==> src/rtl/u16emo_pkg.sv <==
package u16emo_pkg;

   localparam int UnitWidth = 16;
   localparam int LeadWidth = 10;
   localparam int CpWidth   = 21;

   localparam logic [5:0] LeadTag  = 6'b110110;
   localparam logic [5:0] TrailTag = 6'b110111;

   localparam logic [CpWidth-1:0] SuppBase = 21'h10000;

   localparam logic [CpWidth-1:0] VarSel16   = 21'h0FE0F;
   localparam logic [CpWidth-1:0] VarSel15   = 21'h0FE0E;
   localparam logic [CpWidth-1:0] Zwj        = 21'h0200D;
   localparam logic [CpWidth-1:0] SkinLo     = 21'h1F3FB;
   localparam logic [CpWidth-1:0] SkinHi     = 21'h1F3FF;

   typedef struct packed {
      logic is_nul;
      logic starter;
      logic component;
   } cp_class_type;

endpackage

==> src/rtl/utf16_emoji_text_classifier.sv <==
// A code unit accepted into the input stage is scanned there; for the last
//   unit of a string the result word is registered in the output stage.
// Throughput: one code unit per cycle, set by the single scan stage, unless
//   a last unit stalls on a held result. Reset (synchronous, active high)
//   empties both stages and clears the pending lead, flags and stop state.
module utf16_emoji_text_classifier (
   input  logic        clock,
   input  logic        reset,
   input  logic        req_valid,
   output logic        req_stall,
   input  logic [15:0] req_code_unit,
   input  logic        req_last_unit,
   output logic        rsp_valid,
   input  logic        rsp_stall,
   output logic        rsp_has_starter,
   output logic        rsp_emoji_only
);
   import u16emo_pkg::*;

   logic                 s1_valid_ff, s1_valid_in;
   logic [UnitWidth-1:0] s1_unit_ff;
   logic                 s1_last_ff;
   logic                 s1_go;
   logic                 req_take;

   logic                 lead_pending_ff, lead_pending_in;
   logic [LeadWidth-1:0] lead_bits_ff, lead_bits_in;
   logic                 seen_emoji_ff, seen_emoji_in;
   logic                 seen_starter_ff, seen_starter_in;
   logic                 rejected_ff, rejected_in;
   logic                 stopped_ff, stopped_in;

   logic                 rsp_valid_ff, rsp_valid_in;
   logic                 rsp_has_starter_ff, rsp_has_starter_in;
   logic                 rsp_emoji_only_ff, rsp_emoji_only_in;

   logic                 is_lead, is_trail, pair, take, lead_rej;
   logic [CpWidth-1:0]   cp;
   cp_class_type         cls;
   logic                 starter_new, emoji_new, rej_new, stop_new;

   // input stage
   assign s1_go     = s1_valid_ff && (!s1_last_ff || !rsp_valid_ff || !rsp_stall);
   assign req_stall = s1_valid_ff && !s1_go;
   assign req_take  = req_valid && !req_stall;
   assign s1_valid_in = req_take || (s1_valid_ff && !s1_go);

   always_ff @(posedge clock) begin
      if (reset) begin
         s1_valid_ff <= 1'b0;
      end else begin
         s1_valid_ff <= s1_valid_in;
      end
      if (req_take) begin
         s1_unit_ff <= req_code_unit;
         s1_last_ff <= req_last_unit;
      end
   end

   // surrogate join
   assign is_lead  = (s1_unit_ff[15:10] == LeadTag);
   assign is_trail = (s1_unit_ff[15:10] == TrailTag);
   assign pair     = lead_pending_ff && is_trail;
   assign cp       = pair ? ({1'b0, lead_bits_ff, s1_unit_ff[9:0]} + SuppBase)
                          : {{(CpWidth-UnitWidth){1'b0}}, s1_unit_ff};

   u16emo_cp_class u_cls (
      .cp  (cp),
      .cls (cls)
   );

   // an unpaired lead before any NUL is a surrogate code point and rejects
   assign take     = !stopped_ff && (pair || !is_lead);
   assign lead_rej = !stopped_ff && !pair && (lead_pending_ff || (is_lead && s1_last_ff));

   assign stop_new    = take && cls.is_nul;
   assign starter_new = take && cls.starter;
   assign emoji_new   = take && cls.starter && !cls.component;
   assign rej_new     = lead_rej ||
                        (take && !cls.is_nul && !cls.component && !cls.starter);

   always_comb begin
      lead_pending_in    = lead_pending_ff;
      lead_bits_in       = lead_bits_ff;
      seen_emoji_in      = seen_emoji_ff;
      seen_starter_in    = seen_starter_ff;
      rejected_in        = rejected_ff;
      stopped_in         = stopped_ff;
      rsp_has_starter_in = rsp_has_starter_ff;
      rsp_emoji_only_in  = rsp_emoji_only_ff;
      rsp_valid_in       = rsp_valid_ff && rsp_stall;
      if (s1_go) begin
         if (s1_last_ff) begin
            rsp_valid_in       = 1'b1;
            rsp_has_starter_in = seen_starter_ff || starter_new;
            rsp_emoji_only_in  = (seen_emoji_ff || emoji_new) && !(rejected_ff || rej_new);
            lead_pending_in    = 1'b0;
            lead_bits_in       = '0;
            seen_emoji_in      = 1'b0;
            seen_starter_in    = 1'b0;
            rejected_in        = 1'b0;
            stopped_in         = 1'b0;
         end else begin
            lead_pending_in = !stopped_ff && !pair && is_lead;
            if (!stopped_ff && !pair && is_lead) begin
               lead_bits_in = s1_unit_ff[9:0];
            end
            seen_emoji_in   = seen_emoji_ff || emoji_new;
            seen_starter_in = seen_starter_ff || starter_new;
            rejected_in     = rejected_ff || rej_new;
            stopped_in      = stopped_ff || stop_new;
         end
      end
   end

   always_ff @(posedge clock) begin
      if (reset) begin
         lead_pending_ff <= 1'b0;
         lead_bits_ff    <= '0;
         seen_emoji_ff   <= 1'b0;
         seen_starter_ff <= 1'b0;
         rejected_ff     <= 1'b0;
         stopped_ff      <= 1'b0;
         rsp_valid_ff    <= 1'b0;
      end else begin
         lead_pending_ff <= lead_pending_in;
         lead_bits_ff    <= lead_bits_in;
         seen_emoji_ff   <= seen_emoji_in;
         seen_starter_ff <= seen_starter_in;
         rejected_ff     <= rejected_in;
         stopped_ff      <= stopped_in;
         rsp_valid_ff    <= rsp_valid_in;
      end
      rsp_has_starter_ff <= rsp_has_starter_in;
      rsp_emoji_only_ff  <= rsp_emoji_only_in;
   end

   assign rsp_valid       = rsp_valid_ff;
   assign rsp_has_starter = rsp_has_starter_ff;
   assign rsp_emoji_only  = rsp_emoji_only_ff;

   // a pending lead is always flushed before a NUL can stop the scan
   a_no_lead_when_stopped: assert property (@(posedge clock) disable iff (reset)
      !(lead_pending_ff && stopped_ff))
      else $error("lead pending while stopped");

   a_clear_after_last: assert property (@(posedge clock) disable iff (reset)
      (s1_go && s1_last_ff) |=> (!lead_pending_ff && !seen_emoji_ff &&
                                 !seen_starter_ff && !rejected_ff && !stopped_ff))
      else $error("state not cleared after last unit");

   a_last_gives_word: assert property (@(posedge clock) disable iff (reset)
      (s1_go && s1_last_ff) |=> rsp_valid_ff)
      else $error("last unit gave no result word");

   a_only_needs_starter: assert property (@(posedge clock) disable iff (reset)
      (rsp_valid_ff && rsp_emoji_only_ff) |-> rsp_has_starter_ff)
      else $error("emoji_only without starter");

   a_seen_needs_starter: assert property (@(posedge clock) disable iff (reset)
      seen_emoji_ff |-> seen_starter_ff)
      else $error("emoji seen without starter");

endmodule

==> src/rtl/u16emo_cp_class.sv <==
module u16emo_cp_class (
   input  logic [u16emo_pkg::CpWidth-1:0] cp,
   output u16emo_pkg::cp_class_type       cls
);
   import u16emo_pkg::*;

   function automatic logic in_rng(logic [CpWidth-1:0] v, logic [CpWidth-1:0] lo,
                                   logic [CpWidth-1:0] hi);
      return (v >= lo) && (v <= hi);
   endfunction

   always_comb begin
      cls.is_nul    = (cp == '0);
      cls.starter   = in_rng(cp, 21'h1F300, 21'h1F5FF) ||
                      in_rng(cp, 21'h1F600, 21'h1F64F) ||
                      in_rng(cp, 21'h1F680, 21'h1F6FF) ||
                      in_rng(cp, 21'h1F700, 21'h1F77F) ||
                      in_rng(cp, 21'h1F900, 21'h1F9FF) ||
                      in_rng(cp, 21'h1FA70, 21'h1FAFF) ||
                      in_rng(cp, 21'h02600, 21'h027BF) ||
                      in_rng(cp, 21'h1F1E6, 21'h1F1FF);
      cls.component = (cp == VarSel16) || (cp == VarSel15) || (cp == Zwj) ||
                      in_rng(cp, SkinLo, SkinHi);
   end

endmodule
==> config.mk <==
export PLATFORM = sky130hd
export DESIGN_NAME = utf16_emoji_text_classifier
export DESIGN_NICKNAME = d
export VERILOG_FILES = /design/src/rtl/u16emo_pkg.sv /design/src/rtl/utf16_emoji_text_classifier.sv /design/src/rtl/u16emo_cp_class.sv
export SDC_FILE = /design/constraint.sdc
export NUM_CORES = 1
export LEC_CHECK = 0
export BUFFER_PORTS_ARGS = -buffer_cell sky130_fd_sc_hd__buf_2
export CAP_MARGIN = 20
export CORE_AREA = 2 2 68 70
export DETAILED_ROUTE_END_ITERATION = 6
export DIE_AREA = 0 0 70 72
export GPL_TIMING_DRIVEN = 0
export HOLD_SLACK_MARGIN = 0.06
export PLACE_DENSITY = 0.69
export SLEW_MARGIN = 5
export SYNTH_ARGS = -nofsm -noshare
export SYNTH_HDL_FRONTEND = slang
export SYNTH_SLANG_ARGS = --single-unit
==> constraint.sdc <==
create_clock -name clock -period 4.6 [get_ports clock]
set_input_delay 0.69 -clock clock [delete_from_list [all_inputs] [get_ports clock]]
set_output_delay 0.69 -clock clock [all_outputs]
set_load 0.01 [all_outputs]
==> metrics.yaml <==
drc: 0
synth_nets: 245
synth_top_area_frac: 0.278
gp_congestion: 0.918
numCtsBuffers: 5
grt_start_max_net_pins: 13
antenna_cells: 0
io_pins: 25
hpwl_um: 3640
intPower_w: 0.000509
p_leak_nw: 0.852
ctsResizeCount: 0
synth_ff_type: "edfxtp_1"
holdPathStages: 2
p_per_area_mw_per_mm2: 282
syn_inst: 223
clkPwrFrac: 0.368
die_w_um: 70
setup_violations: 0
synth_area_leader_cell: "edfxtp_1"
area_growth_pct: 14.3
reg2reg_slack_ns: 1.66
grt_usage: 0.205
die_area_sq_mm: 0.00504
period_share: 0.640
vias: 1891
critPathKind: "flip-flop to flip-flop"
clk_pin_slew_worst_paths_ns: 0.07
top_layer_used: "met4"
power_frac_seq: 0.547
hold_violations: 0
cp_data_arrival_time_ns: 3.07
worstPathMaxFanout: 6
ys_seq_area_frac: 0.444
finClkSkew_ns: 0.0138
yosys-top-cells-area: "edfxtp_1 (28%), dfxtp_1 (17%), nor2_1 (5.3%), a22oi_1 (3.7%), nand2_1 (3.1%)"
worst_slew_pin_slew_ns: 0.766
dr_wl_met3_um: 275
clock_latency_ns: 0.29
drt_pass1_iterations: 5
max_freq_mhz: 340
finalCoreUtilization: 0.550
cp.required_ns: 4.72
synth_cell_type_count: 55
wl_met2_um: 2340
drtAntennaViolNets: 0
reg_top3: "s1_unit_ff (16), lead_bits_ff (10)"
max_cap_viol_count: 0
critPathCaptureType: "flip-flop"
wl_per_cell_um: 16.1
mostFrequentLayoutCells: "nor2_1 (29), buf_2 (25), edfxtp_1 (19)"
first_iter_violations: 128
drt-total-wl_um: 4970
grt_overflow: 0
die-height_um: 72
slew_violations: 0
antenna_found_initial: 0
netlist_area_sq_mm: 0.00205
start_util: 0.482
cts_setup_buffers: 0
hold_path.startpoint: "seen_starter_ff$_SDFFE_PP0P_"
io_buffers: 24
num-nets-final: 277
slew-limit-headroom: 0.484
setup-tns-final_ns: 0
status: "complete, no violations"
p_sw_w: 0.000153
via_per_inst: 6.14
cts_hold_buf: 0
rr_startpoint: "lead_bits_ff[6]$_SDFFE_PP0P_"
coreArea_sq_mm: 0.00426
cts_tree: "built"
htreeDepth: 2
r2r_cells: 8
avgSynthCellArea_sq_um: 9.21
period_needed_ns: 2.94
hold_path_class: "flip-flop to flip-flop"
postSynth.asyncResetShare: 0
start_kind: "flip-flop"
synth_edf_count: 19
ys_warn_count: 0
largest-register: "s1_unit_ff"
grt_pass1_vias: 1786
wl_met1_um: 2240
grt_pass1_wl_um: 8260
rr_endpoint: "rsp_emoji_only$_DFFE_PP_"
grt_setup_unrepaired: "false"
whs_endpoint: "seen_starter_ff$_SDFFE_PP0P_"
cts_root_buf: "clkbuf_8"
p_sw_frac: 0.231
cts.sinks: 36
power_frac_comb: 0.085
ir_drop_mv: 0.227
ys_ff_latch: 36
largest_reg_flops: 16
max-clock-path-buffers: 2
drive_above_1_share: 0.184
rows: 24
layout_commonest_cell: "nor2_1"
==> metrics by stage <==
stage	total power (W)	std cells	area, sq um	setup WS [ns]	hold slack [ns]
after floorplan	0.000401	223	2050	1.89	0.422
after global placement	0.000423	299	2240	1.66	0.432
after detailed placement	0.000425	300	2250	1.70	0.437
after CTS	0.000668	308	2350	1.65	0.445
after global routing	0.000688	308	2350	1.52	0.473
final	0.000662	308	2350	1.66	0.439
==> power groups by stage <==
stage | Combinational, W | Sequential (W) | Clock, W
finish | 0.0000563 | 0.000362 | 0.000244
global route | 0.0000615 | 0.000364 | 0.000263
CTS | 0.0000558 | 0.000362 | 0.000251
detailed placement | 0.0000556 | 0.000369 | 0
global placement | 0.0000538 | 0.000369 | 0
floorplan | 0.0000345 | 0.000366 | 0
==> layer usage <==
| metal | up-vias | global-route usage |
|---|---|---|
| li1 | 918 | - |
| met1 | 885 | 0.272 |
| met2 | 75 | 0.325 |
| met3 | 13 | 0.0417 |
| met4 | 0 | 0.0940 |
| met5 | - | 0 |
==> synthesized netlist by cell type (3+ instances only) <==
| library cell | n |
|---|---|
| nand4bb_1 | 3 |
| nor4_1 | 5 |
| o21ai_0 | 4 |
| a31oi_1 | 4 |
| a21oi_1 | 11 |
| dfxtp_1 | 17 |
| nand2_1 | 17 |
| a22oi_1 | 10 |
| o2111ai_1 | 3 |
| nor3_1 | 9 |
| nand2b_1 | 6 |
| clkbuf_1 | 6 |
| nor2_1 | 29 |
| o21bai_1 | 3 |
| edfxtp_1 | 19 |
| nand3_1 | 11 |
| inv_1 | 7 |
| or3_1 | 4 |
| nand4_1 | 5 |
| and2_1 | 3 |
| o211ai_1 | 4 |
==> worst max path at each step <==
stage,slack [ns],depth (start not counted),startpoint,end
2_1_floorplan,1.89,8,lead_bits_ff[6]$_SDFFE_PP0P_,rsp_emoji_only$_DFFE_PP_
3_3_place_gp,1.66,8,lead_bits_ff[6]$_SDFFE_PP0P_,rsp_emoji_only$_DFFE_PP_
3_5_place_dp,1.70,8,lead_bits_ff[6]$_SDFFE_PP0P_,rsp_emoji_only$_DFFE_PP_
4_1_cts,1.65,8,lead_bits_ff[6]$_SDFFE_PP0P_,rsp_emoji_only$_DFFE_PP_
5_1_grt,1.52,8,lead_bits_ff[6]$_SDFFE_PP0P_,rsp_emoji_only$_DFFE_PP_
6_report,1.66,8,lead_bits_ff[6]$_SDFFE_PP0P_,rsp_emoji_only$_DFFE_PP_
==> cells by family after synthesis <==
kind of cell,after synthesis,synth area share
AOI/OAI and AO/OA,56,0.197
xor gates and xnor gates,1,0.00427
adders and majority gates,1,0.00609
buffers and inverters,16,0.0317
DFF,36,0.444
and+or+nand+nor,113,0.317
==> worst max-delay path: stages (launching register included) <==
cell,delay (ns)
dfxtp_1,0.42
ha_1,0.27
or3_1,0.31
or4_4,0.45
or4_1,0.43
or3_1,0.32
a21oi_1,0.16
and4bb_4,0.24
o31ai_2,0.17
==> cell type report <==
cell class              instances  area, sq um
plain buffers                   9         38.8
clock buffers                   8          100
fillers                       402         1920
inverters                       7         26.3
multi-input cells             171         1080
flip-flops and latches         36          911
well taps                      52         65.1
repair buffers                 25          128
Power figures use the tool's default switching activity.
